File: src/epoch_seconds_to_calendar_date_defines.svh
// Assertion macros for the epoch seconds to calendar date block.
// Used by the top level only; expects clk and rst_n in scope.
`ifndef EPOCH_SECONDS_TO_CALENDAR_DATE_DEFINES_SVH
`define EPOCH_SECONDS_TO_CALENDAR_DATE_DEFINES_SVH

// Same-cycle implication, quiet while reset is held
`define ESCD_ASSERT_IMP(lbl, ante, cons) \
  lbl: assert property (@(posedge clk) disable iff (!rst_n) (ante) |-> (cons)) \
    else $error("escd: same-cycle check failed");

// Next-cycle implication, quiet while reset is held
`define ESCD_ASSERT_NXT(lbl, ante, cons) \
  lbl: assert property (@(posedge clk) disable iff (!rst_n) (ante) |=> (cons)) \
    else $error("escd: next-cycle check failed");

`endif

File: src/escd_pkg.sv
// Shared constants and types for the epoch seconds to calendar date block.
// No dependencies; imported by every module of the block.
package escd_pkg;

  // Field widths
  localparam int unsigned SECS_W   = 32;
  localparam int unsigned YEAR_W   = 12;
  localparam int unsigned MONTH_W  = 4;
  localparam int unsigned DAY_W    = 5;
  localparam int unsigned HOUR_W   = 5;
  localparam int unsigned MINUTE_W = 6;
  localparam int unsigned SECOND_W = 6;
  localparam int unsigned OUT_DATA_W = 40;

  // Internal widths
  localparam int unsigned DAYS_W = 16;  // day count from the GPS epoch, up to 46053
  localparam int unsigned SOD_W  = 17;  // second of day
  localparam int unsigned MOD_W  = 11;  // minute of day
  localparam int unsigned QUAD_W = 5;   // four-year periods since 1980
  localparam int unsigned QD_W   = 11;  // day within a four-year period, 0..1460
  localparam int unsigned DOY_W  = 9;   // day of year, 0-based

  // 1980-01-06 expressed in seconds since 1970-01-01
  localparam logic [SECS_W-1:0] GPS_OFFSET = 32'd315964800;

  // days = (g >> 7) / 675, exact by reciprocal for 25-bit operands
  localparam logic [25:0]  DAY_RECIP = 26'd50903317;
  localparam int unsigned  DAY_SHIFT = 35;
  localparam logic [24:0]  DAY_ODD   = 25'd675;

  // 0-based day from 1980-01-01 is days + 5
  localparam logic [DAYS_W-1:0] DAY_BIAS = 16'd5;

  // four-year periods: x / 1461 by reciprocal, exact for x below 2^16
  localparam logic [15:0] QUAD_RECIP = 16'd45934;
  localparam int unsigned QUAD_SHIFT = 26;
  localparam logic [15:0] QUAD_DAYS  = 16'd1461;

  // hour: (sod >> 4) / 225; minute of day: (sod >> 2) / 15
  localparam logic [12:0] HOUR_RECIP = 13'd4661;
  localparam int unsigned HOUR_SHIFT = 20;
  localparam logic [15:0] MOD_RECIP  = 16'd34953;
  localparam int unsigned MOD_SHIFT  = 19;

  localparam logic [YEAR_W-1:0] BASE_YEAR = 12'd1980;

  // First day (0-based) of each month in a common year
  localparam logic [DOY_W-1:0] MONTH_START [12] = '{
    9'd0, 9'd31, 9'd59, 9'd90, 9'd120, 9'd151,
    9'd181, 9'd212, 9'd243, 9'd273, 9'd304, 9'd334
  };

  typedef struct packed {
    logic [YEAR_W-1:0]  year;
    logic [MONTH_W-1:0] month;
    logic [DAY_W-1:0]   day;
  } date_t;

endpackage

File: src/escd_date.sv
// Day within a four-year period to year, month and day of month.
// Depends on escd_pkg for the month table and date_t.
module escd_date (
  input  logic [escd_pkg::QUAD_W-1:0] quad,
  input  logic [escd_pkg::QD_W-1:0]   quad_day,
  output escd_pkg::date_t             date
);
  import escd_pkg::*;

  logic [1:0]        yoff;
  logic [QD_W-1:0]   doy_w;
  logic [DOY_W-1:0]  doy;
  logic              leap;
  logic [DOY_W-1:0]  start;
  logic [DOY_W-1:0]  sel_start;
  logic [3:0]        sel_mon;
  logic [DOY_W-1:0]  dom0;

  always_comb begin
    // split the period: first year is the leap year
    if (quad_day < 11'd366) begin
      yoff  = 2'd0;
      doy_w = quad_day;
    end else if (quad_day < 11'd731) begin
      yoff  = 2'd1;
      doy_w = quad_day - 11'd366;
    end else if (quad_day < 11'd1096) begin
      yoff  = 2'd2;
      doy_w = quad_day - 11'd731;
    end else begin
      yoff  = 2'd3;
      doy_w = quad_day - 11'd1096;
    end
    doy  = doy_w[DOY_W-1:0];
    leap = (yoff == 2'd0);

    // pick the last month whose first day is not after doy
    sel_start = '0;
    sel_mon   = '0;
    for (int m = 0; m < 12; m++) begin
      start = MONTH_START[m] + ((leap && m >= 2) ? 9'd1 : 9'd0);
      if (doy >= start) begin
        sel_start = start;
        sel_mon   = 4'(m);
      end
    end
    dom0 = doy - sel_start;

    date.year  = BASE_YEAR + {5'd0, quad, 2'd0} + {10'd0, yoff};
    date.month = sel_mon + 4'd1;
    date.day   = dom0[DAY_W-1:0] + 5'd1;
  end

endmodule

File: src/escd_tod.sv
// Time of day: minute and second from hour, minute of day and second of day.
// Depends on escd_pkg for field widths.
module escd_tod (
  input  logic [escd_pkg::SOD_W-1:0]    sod,
  input  logic [escd_pkg::HOUR_W-1:0]   hour,
  input  logic [escd_pkg::MOD_W-1:0]    mod,
  output logic [escd_pkg::MINUTE_W-1:0] minute,
  output logic [escd_pkg::SECOND_W-1:0] second
);
  import escd_pkg::*;

  logic [MOD_W-1:0] hour_min;
  logic [MOD_W-1:0] min_diff;
  logic [SOD_W-1:0] mod_sec;
  logic [SOD_W-1:0] sec_diff;

  always_comb begin
    // times sixty as shift and subtract
    hour_min = ({6'd0, hour} << 6) - ({6'd0, hour} << 2);
    mod_sec  = ({6'd0, mod} << 6) - ({6'd0, mod} << 2);
    min_diff = mod - hour_min;
    sec_diff = sod - mod_sec;
    minute   = min_diff[MINUTE_W-1:0];
    second   = sec_diff[SECOND_W-1:0];
  end

endmodule

File: src/epoch_seconds_to_calendar_date.sv
// Seconds since 1970 to GPS-based calendar date and time of day.
// The result beat passes the input register, stages 1 to 3 and the result register.
// Throughput: one beat per cycle while out_tready allows; each of the five registers
// advances when the one after it is free; no stage feeds one multiply into another.
// Reset clears every stage valid bit; payload registers are not reset.
`include "epoch_seconds_to_calendar_date_defines.svh"

module epoch_seconds_to_calendar_date (
  input  logic        clk,
  input  logic        rst_n,
  input  logic        in_tvalid,
  output logic        in_tready,
  input  logic [31:0] in_tdata,   // [31:0] epoch_seconds
  output logic        out_tvalid,
  input  logic        out_tready,
  output logic [39:0] out_tdata,  // [11:0] year, [15:12] month, [20:16] day,
                                  // [25:21] hour, [31:26] minute, [37:32] second,
                                  // [39:38] zero
  output logic        out_tuser   // [0] valid_res
);
  import escd_pkg::*;

  // Stage valid bits and ready chain
  logic v0_r, v1_r, v2_r, v3_r, out_valid_r;
  logic rdy0, rdy1, rdy2, rdy3, rdy_out;

  assign rdy_out   = !out_valid_r || out_tready;
  assign rdy3      = !v3_r || rdy_out;
  assign rdy2      = !v2_r || rdy3;
  assign rdy1      = !v1_r || rdy2;
  assign rdy0      = !v0_r || rdy1;
  assign in_tready = rdy0;

  always_ff @(posedge clk) begin
    if (!rst_n) begin
      v0_r        <= 1'b0;
      v1_r        <= 1'b0;
      v2_r        <= 1'b0;
      v3_r        <= 1'b0;
      out_valid_r <= 1'b0;
    end else begin
      if (rdy0)    v0_r        <= in_tvalid;
      if (rdy1)    v1_r        <= v0_r;
      if (rdy2)    v2_r        <= v1_r;
      if (rdy3)    v3_r        <= v2_r;
      if (rdy_out) out_valid_r <= v3_r;
    end
  end

  // Input register
  logic [SECS_W-1:0] secs_r;

  always_ff @(posedge clk) begin
    if (rdy0 && in_tvalid) begin
      secs_r <= in_tdata;
    end
  end

  // Stage 1: rebase and divide by seconds per day
  logic              s1_pre_nxt, s1_pre_r;
  logic [SECS_W-1:0] g;
  logic [24:0]       s1_q_nxt, s1_q_r;
  logic [6:0]        s1_glo_nxt, s1_glo_r;
  logic [50:0]       day_prod;
  logic [DAYS_W-1:0] s1_days_nxt, s1_days_r;

  always_comb begin
    s1_pre_nxt  = secs_r < GPS_OFFSET;
    g           = secs_r - GPS_OFFSET;
    s1_q_nxt    = g[31:7];
    s1_glo_nxt  = g[6:0];
    day_prod    = {26'd0, s1_q_nxt} * {25'd0, DAY_RECIP};
    s1_days_nxt = day_prod[DAY_SHIFT +: DAYS_W];
  end

  always_ff @(posedge clk) begin
    if (rdy1 && v0_r) begin
      s1_pre_r  <= s1_pre_nxt;
      s1_q_r    <= s1_q_nxt;
      s1_glo_r  <= s1_glo_nxt;
      s1_days_r <= s1_days_nxt;
    end
  end

  // Stage 2: second of day, four-year periods
  logic [24:0]        day_odd;
  logic [24:0]        rem_odd;
  logic [SOD_W-1:0]   s2_sod_nxt, s2_sod_r;
  logic [DAYS_W-1:0]  s2_tm1_nxt, s2_tm1_r;
  logic [31:0]        quad_prod;
  logic [QUAD_W-1:0]  s2_k_nxt, s2_k_r;
  logic               s2_pre_r;

  always_comb begin
    day_odd    = {9'd0, s1_days_r} * DAY_ODD;
    rem_odd    = s1_q_r - day_odd;
    s2_sod_nxt = {rem_odd[9:0], s1_glo_r};
    s2_tm1_nxt = s1_days_r + DAY_BIAS;
    quad_prod  = {16'd0, s2_tm1_nxt} * {16'd0, QUAD_RECIP};
    s2_k_nxt   = quad_prod[QUAD_SHIFT +: QUAD_W];
  end

  always_ff @(posedge clk) begin
    if (rdy2 && v1_r) begin
      s2_pre_r <= s1_pre_r;
      s2_sod_r <= s2_sod_nxt;
      s2_tm1_r <= s2_tm1_nxt;
      s2_k_r   <= s2_k_nxt;
    end
  end

  // Stage 3: day within period, hour and minute of day
  logic [DAYS_W-1:0] quad_span;
  logic [DAYS_W-1:0] qd_full;
  logic [QD_W-1:0]   s3_qd_nxt, s3_qd_r;
  logic [25:0]       hour_prod;
  logic [HOUR_W-1:0] s3_hour_nxt, s3_hour_r;
  logic [30:0]       mod_prod;
  logic [MOD_W-1:0]  s3_mod_nxt, s3_mod_r;
  logic [SOD_W-1:0]  s3_sod_r;
  logic [QUAD_W-1:0] s3_k_r;
  logic              s3_pre_r;

  always_comb begin
    quad_span   = {11'd0, s2_k_r} * QUAD_DAYS;
    qd_full     = s2_tm1_r - quad_span;
    s3_qd_nxt   = qd_full[QD_W-1:0];
    hour_prod   = {13'd0, s2_sod_r[16:4]} * {13'd0, HOUR_RECIP};
    s3_hour_nxt = hour_prod[HOUR_SHIFT +: HOUR_W];
    mod_prod    = {16'd0, s2_sod_r[16:2]} * {15'd0, MOD_RECIP};
    s3_mod_nxt  = mod_prod[MOD_SHIFT +: MOD_W];
  end

  always_ff @(posedge clk) begin
    if (rdy3 && v2_r) begin
      s3_pre_r  <= s2_pre_r;
      s3_sod_r  <= s2_sod_r;
      s3_k_r    <= s2_k_r;
      s3_qd_r   <= s3_qd_nxt;
      s3_hour_r <= s3_hour_nxt;
      s3_mod_r  <= s3_mod_nxt;
    end
  end

  // Stage 4: calendar date and clock fields into the result register
  date_t                date;
  logic [MINUTE_W-1:0]  minute;
  logic [SECOND_W-1:0]  second;
  logic [OUT_DATA_W-1:0] out_tdata_nxt, out_tdata_r;
  logic                 out_tuser_nxt, out_tuser_r;

  escd_date u_date (
    .quad     (s3_k_r),
    .quad_day (s3_qd_r),
    .date     (date)
  );

  escd_tod u_tod (
    .sod    (s3_sod_r),
    .hour   (s3_hour_r),
    .mod    (s3_mod_r),
    .minute (minute),
    .second (second)
  );

  always_comb begin
    // zero every field before the GPS epoch
    if (s3_pre_r) begin
      out_tdata_nxt = '0;
      out_tuser_nxt = 1'b0;
    end else begin
      out_tdata_nxt = {2'b00, second, minute, s3_hour_r, date.day, date.month, date.year};
      out_tuser_nxt = 1'b1;
    end
  end

  always_ff @(posedge clk) begin
    if (rdy_out && v3_r) begin
      out_tdata_r <= out_tdata_nxt;
      out_tuser_r <= out_tuser_nxt;
    end
  end

  assign out_tvalid = out_valid_r;
  assign out_tdata  = out_tdata_r;
  assign out_tuser  = out_tuser_r;

  // Checks
  `ESCD_ASSERT_IMP(a_invalid_zero, out_tvalid && !out_tuser, out_tdata == '0)
  `ESCD_ASSERT_IMP(a_date_range, out_tvalid && out_tuser,
                   out_tdata[15:12] != 4'd0 && out_tdata[15:12] <= 4'd12 &&
                   out_tdata[20:16] != 5'd0 && out_tdata[25:21] <= 5'd23 &&
                   out_tdata[31:26] <= 6'd59 && out_tdata[37:32] <= 6'd59)
  `ESCD_ASSERT_IMP(a_full_stalls, v0_r && v1_r && v2_r && v3_r && out_tvalid && !out_tready,
                   !in_tready)
  `ESCD_ASSERT_NXT(a_drain, v3_r && rdy_out, out_tvalid)

endmodule
File: config.mk
export PLATFORM = sky130hd
export DESIGN_NAME = epoch_seconds_to_calendar_date
export DESIGN_NICKNAME = d
export VERILOG_FILES = /design/src/escd_pkg.sv /design/src/escd_date.sv /design/src/escd_tod.sv /design/src/epoch_seconds_to_calendar_date.sv
export VERILOG_INCLUDE_DIRS = /design/src /design/src/src
export SDC_FILE = /design/constraint.sdc
export NUM_CORES = 2
export LEC_CHECK = 0
export BUFFER_PORTS_ARGS = -buffer_cell sky130_fd_sc_hd__clkbuf_2
export CAP_MARGIN = 40
export CORE_MARGIN = 2
export CORE_UTILIZATION = 30
export DETAILED_ROUTE_END_ITERATION = 12
export HOLD_SLACK_MARGIN = 0.02
export PLACE_DENSITY_LB_ADDON = 0.1
export SLEW_MARGIN = 20
export SYNTH_ARGS = -nofsm -noshare
export SYNTH_HDL_FRONTEND = slang
export SYNTH_SLANG_ARGS = --single-unit
File: constraint.sdc
create_clock -name clk -period 10.4 [get_ports clk]
set_input_delay 1.04 -clock clk [delete_from_list [all_inputs] [get_ports clk]]
set_output_delay 1.04 -clock clk [all_outputs]
set_load 0.01 [all_outputs]
# Yosys cells after proc, flatten, opt, wreduce, memory -nomap -nowiden
# Index checks and enable logic that the tools add are counted.
# word_totals
elab_cells	116
reg_bits	180
# classes
n_mux	30
n_lt_le_gt_ge	15
n_addsub	26
n_reduce_logical	16
multipliers	6
# op_table
cell	n
9-bit >= comparator	10
5-bit two-way mux	11
25-bit by 26-bit multiplier with 51-bit output (second input constant)	1
8-bit by 1-bit adder with 9-bit output (first input constant)	4
32-bit by 29-bit < comparator with 1-bit output (second input constant)	1
32-bit by 29-bit subtractor with 32-bit output (second input constant)	1
16-bit by 15-bit multiplier with 30-bit output (second input constant)	1
9-bit by 1-bit adder with 9-bit output (first input constant)	3
9-bit two-way mux	3
13-bit by 13-bit multiplier with 25-bit output (second input constant)	1
15-bit by 16-bit multiplier with 25-bit output (second input constant)	1
16-bit by 3-bit adder with 16-bit output (second input constant)	1
7-bit by 1-bit adder with 8-bit output (first input constant)	2
16-bit by 10-bit multiplier with 10-bit output (second input constant)	1
4-bit two-way mux	4
11-bit by 7-bit adder with 12-bit output (first input constant)	1
12-bit by 2-bit adder with 12-bit output	1
3-bit two-way mux	4
1-bit by 6-bit subtractor with 6-bit output (first input constant)	2
6-bit subtractor	2
11-bit by 10-bit < comparator with 1-bit output (second input constant)	1
11-bit < comparator (second input constant)	1
11-bit by 9-bit < comparator with 1-bit output (second input constant)	1
5-bit by 11-bit multiplier with 11-bit output (second input constant)	1
16 further kinds	34

# Depth between registers and ports, before layout
# depth
depth_word	20
mapped_depth	34
mapped_depth_nobuf	34

# Cells and area by module
# Synthesis repeated with hierarchy kept, for this count alone.
# unflattened
cells_unflattened	2751
hier_area_um2	29285.6
# modules_own_cells
mod	seq_area_each_um2	cells_each	area_per_inst_um2	instances
epoch_seconds_to_calendar_date	5775.5	2480	27386.3	1
escd_date	0.0	245	1654.1	1
escd_tod	0.0	26	245.2	1

# Worst setup path after synthesis
# Ideal clock, no wire load.
# synth_path
kind	register -> register
startpoint	reg secs_r[7]
endpoint	reg s1_days_r[14] (data pin)
arrival_time_ns	8.331
synth_period_minus_slack_ns	8.589
path_stages_with_launch	32
setup_slack_ns	1.811
path_cell_list	edfxtp_1 > ha_1 > o2111ai_1 > nor2_1 > o31ai_1 > a21oi_1 > o21ai_0 > a21oi_1 > or2_2 > a21oi_1 > xor2_1 > fa_1 > ha_1 > inv_1 > fa_1 > inv_1 > fa_1 > inv_1 > fa_1 > fa_1 > inv_1 > fa_1 > ha_1 > nand4_1 > nor3_1 > o211ai_1 > a211oi_1 > o211ai_1 > a21oi_1 > o31a_1 > nor2_1 > xnor2_1
# synth_between
elab_chain_len	2
# synth_rtl
element	line_no	text
start: declaration	epoch_seconds_to_calendar_date.sv:51	logic [SECS_W-1:0] secs_r;
start signal: assignment	epoch_seconds_to_calendar_date.sv:55	secs_r <= in_tdata;
32-bit by 29-bit subtractor with 32-bit output	epoch_seconds_to_calendar_date.sv:69	g = secs_r - GPS_OFFSET;
25-bit by 26-bit multiplier with 51-bit output	epoch_seconds_to_calendar_date.sv:72	day_prod = {26'd0, s1_q_nxt} * {25'd0, DAY_RECIP};
via day_prod[49]	epoch_seconds_to_calendar_date.sv:64	logic [50:0] day_prod;
end signal: assignment	epoch_seconds_to_calendar_date.sv:81	s1_days_r <= s1_days_nxt;
end: declaration	epoch_seconds_to_calendar_date.sv:65	logic [DAYS_W-1:0] s1_days_nxt, s1_days_r;
# The timed path passes the listed nets, and every way through them passes these cells.
# A chain may end at the register's enable or synchronous reset.

# Final worst setup path
# Ends and elaborated chain as after synthesis.

==> tab_implementation.tex <==
\begin{tabular}{lr}
\hline
Metric & Value \\
\hline
\multicolumn{2}{l}{\textbf{Detailed routing}} \\
Antenna Nets Post-Route & 0 \\
Post-detailed-route via-to-cell ratio & 4.481 \\
First DRT Iteration DRCs & 787 \\
First-pass iteration count of the detailed router & 5 \\
DR DRC count & 0 \\
Routed wirelength normalized by instance count & 17.24 um \\
Aggregate routed wire length & 69350 um \\
Vias after detailed routing & 18030 \\
\multicolumn{2}{l}{\textbf{Yosys}} \\
Synth Instances & 2637 \\
Compound-gate portion of the synthesized area & 7.518\% \\
Most used flip-flop cell after synthesis & sky130\_fd\_sc\_hd\_\_edfxtp\_1 \\
\#FFs+latches synth & 178 \\
Count of flip-flops with a built-in enable after synthesis & 173 \\
Arithmetic-cell share of the synthesized area counting full adders, half adders and majority gates & 54.30\% \\
Mux cell area share after synthesis & 0.1112\% \\
Synthesized-area fraction occupied by and/or/nand/nor cells & 5.111\% \\
Library cell with the largest summed area after synthesis & sky130\_fd\_sc\_hd\_\_ha\_1 \\
Area of the mapped netlist & 0.02813 mm\^{}2 \\
Synth area leaders & sky130\_fd\_sc\_hd\_\_ha\_1, sky130\_fd\_sc\_hd\_\_fa\_1, sky130\_fd\_sc\_hd\_\_edfxtp\_1 \\
Area fraction of the dominant cell type after synthesis & 28.60\% \\
Average footprint of a synthesized cell & 10.67 um\^{}2 \\
Post-synthesis async set-or-reset flop share & 0\% \\
Largest family of logic cells by synthesized area & adder cells \\
Post-synthesis share of cell area spent on xor and xnor gates & 4.075\% \\
Portion of the post-synthesis area used by sequential elements & 18.83\% \\
Number of distinct library cells after synthesis & 87 \\
Warning count from the yosys run & 0 \\
\multicolumn{2}{l}{\textbf{Floorplan}} \\
Initial standard-cell utilization of the core & 30.23\% \\
Count of standard-cell rows & 112 \\
Core Footprint & 0.09305 mm\^{}2 \\
Die Span X & 310.2 um \\
Die height & 310.2 um \\
Die Footprint & 0.09622 mm\^{}2 \\
\# IOs & 79 \\
\multicolumn{2}{l}{\textbf{Clock network}} \\
Max Buffers Root-to-Sink & 2 \\
Number of buffers inserted for hold repair after clock tree synthesis & 0 \\
Number of CTS-inserted buffers & 17 \\
Number of buffers added for setup after CTS & 0 \\
Clock-pin transition on the worst setup and hold timing paths & 90 ps \\
Clock network latency to the later pin of the worst-skew pair & 520 ps \\
TritonCTS clock tree & built \\
H-tree depth & 4 \\
Root buf cell & sky130\_fd\_sc\_hd\_\_clkbuf\_16 \\
Number of clock sinks seen by CTS & 178 \\
CTS resizes & 0 \\
\multicolumn{2}{l}{\textbf{Setup path}} \\
Worst r2r src & secs\_r[7]\$\_DFFE\_PP\_ \\
Max stage delay on crit path & 560 ps \\
Worst Path Max Fanout & 7 \\
Crit Path Class & flip-flop to flip-flop \\
Worst setup startpoint & secs\_r[7]\$\_DFFE\_PP\_ \\
Critical path arrival & 9680 ps \\
Worst path most repeated cell & sky130\_fd\_sc\_hd\_\_fa\_1 \\
Cell with the largest stage delay on the worst path & sky130\_fd\_sc\_hd\_\_edfxtp\_1 \\
Data required time at the worst endpoint & 10650 ps \\
Endpoint kind of the worst setup timing path & flip-flop \\
Terminus of the critical flop-to-flop path & s1\_days\_r[14]\$\_DFFE\_PP\_ \\
Worst R2R Path Depth & 32 \\
Register-to-register setup slack & 970 ps \\
Category of the worst setup path launch point & flip-flop \\
\multicolumn{2}{l}{\textbf{Hold path}} \\
Worst hold start & s2\_sod\_r[1]\$\_DFFE\_PP\_ \\
Hold crit path type & flip-flop to flip-flop \\
Number of instances on the worst hold path & 0 \\
Capture endpoint of the worst hold path & s3\_sod\_r[1]\$\_DFFE\_PP\_ \\
\multicolumn{2}{l}{\textbf{Layout}} \\
Top library cells by usage in the layout, fill and taps aside & sky130\_fd\_sc\_hd\_\_inv\_1, sky130\_fd\_sc\_hd\_\_ha\_1, sky130\_fd\_sc\_hd\_\_fa\_1, sky130\_fd\_sc\_hd\_\_edfxtp\_1, sky130\_fd\_sc\_hd\_\_xnor2\_1 \\
Signed area change from the synthesized netlist to the final layout & 9.956\% \\
Ant diodes & 0 \\
Most frequent standard cell in the layout excluding fill and tap cells & sky130\_fd\_sc\_hd\_\_inv\_1 \\
Layout Cells excl Fill & 4023 \\
Final cell utilization of the core & 33.24\% \\
Share of layout cells above drive strength 1 & 6.789\% \\
Area of the multi-input gates & 0.02006 mm\^{}2 \\
Storage element area & 0.005295 mm\^{}2 \\
Fillers & 9569 \\
Net count, final & 3796 \\
\multicolumn{2}{l}{\textbf{STA}} \\
Final hold viol count & 0 \\
Final Max Slew Viols & 0 \\
FMAX & 106.1 MHz \\
Crit path time final & 9428 ps \\
Total of endpoints with negative setup slack in the final report & 0 \\
Fraction of the cycle the final worst path needs & 90.66\% \\
Setup total negative slack & 0 ps \\
Setup repair after global routing missed its margin & false \\
Worst-margin pin slew & 834.7 ps \\
Worst Hold Slack & 426.3 ps \\
Clock skew after layout & 28.59 ps \\
Slew Limit Headroom & 43.97\% \\
\multicolumn{2}{l}{\textbf{Placed design}} \\
Cells after DPL & 3990 \\
Final weighted congestion in routability-driven placement & 0.8595 \\
Number of buffers added on ports & 76 \\
HPWL after detailed placement & 59920 um \\
\multicolumn{2}{l}{\textbf{Global route}} \\
Number of antenna violations at the first check in global routing & 3 \\
Pin count of the biggest net entering global routing & 40 \\
GRT Residual Overflow & 0 \\
Number of global-route vias before repair & 20180 \\
GRT Resource Usage Total & 15.37\% \\
Global-route wire length before repair & 112200 um \\
\multicolumn{2}{l}{\textbf{Outcome}} \\
Run status & finished, final reports clean \\
\multicolumn{2}{l}{\textbf{Job}} \\
Maxcap violations & 0 \\
\hline
\end{tabular}
## synth_stat cells, drive strengths merged (26+ instances only)
master / n
inv: 714
ha: 643
fa: 361
edfxtp: 173
xnor2: 88
a21oi: 86
nor2: 68
o21ai: 58
nand2: 53
xor2: 42
a21o: 35
nand3: 26
## cell families after synthesis
family,count (synthesis)
DFF,178
muxes,3
and+or+nand+nor,276
buffers and inverters,733
AOI/OAI and AO/OA,312
xor gates and xnor gates,130
other,1
adders and majority gates,1004
## sequential cells by signal, indices dropped and copies added (netlist names), 7 cells and up
register / flops
out_tdata: 38
secs_r: 32
s2_sod_r: 17
s1_days_r: 16
s2_tm1_r: 11
s3_qd_r: 11
s1_q_r: 10
s1_glo_r: 7
## routing by layer
metal  track usage, %  up-vias  part of all wire [%]
met5                0        -                     0
met3            1.764       50                   2.4
met1            19.29     8902                    45
met2            27.97      224                    51
li1                 -     8853                     -
met4            3.719        0                   1.8
## critical path, delay by kind of cell (launching register included)
kind	cells	cell delay, ps
fa+ha+maj	9	3980
flops	1	560
buf+inv	5	400
compound gates	11	2890
xor+xnor	2	300
simple gates	5	1030
## worst max path at each step
stage | end | slack, ps | cells after the start
after floorplan | s1_days_r[14]$_DFFE_PP_ | 1810 | 31
after global placement | s1_days_r[14]$_DFFE_PP_ | 920 | 30
after detailed placement | s1_days_r[14]$_DFFE_PP_ | 910 | 30
after CTS | s1_days_r[14]$_DFFE_PP_ | 830 | 30
after global routing | s1_days_r[14]$_DFFE_PP_ | 280 | 30
final | s1_days_r[14]$_DFFE_PP_ | 970 | 32
## layout make-up
type / instances / share of cell area [%]
inverters: 714 / 8.666
flip-flops and latches: 178 / 17.12
clock inverters: 15 / 0.6635
multi-input cells: 1727 / 64.87
repair buffers: 118 / 2.233
clock buffers: 17 / 1.376
well taps: 1254 / 5.073
## per-stage QoR
stage	setup slack [ps]	instance area (um^2)
2_1_floorplan	1811	28130
3_3_place_gp	920.8	30260
3_5_place_dp	905.3	30290
4_1_cts	832.0	30920
5_1_grt	276.8	30930
6_report	971.9	30930
Power is left out: the tool's default activity adds up to more than one toggle a clock period on the data nets, which glitch-free logic cannot reach.
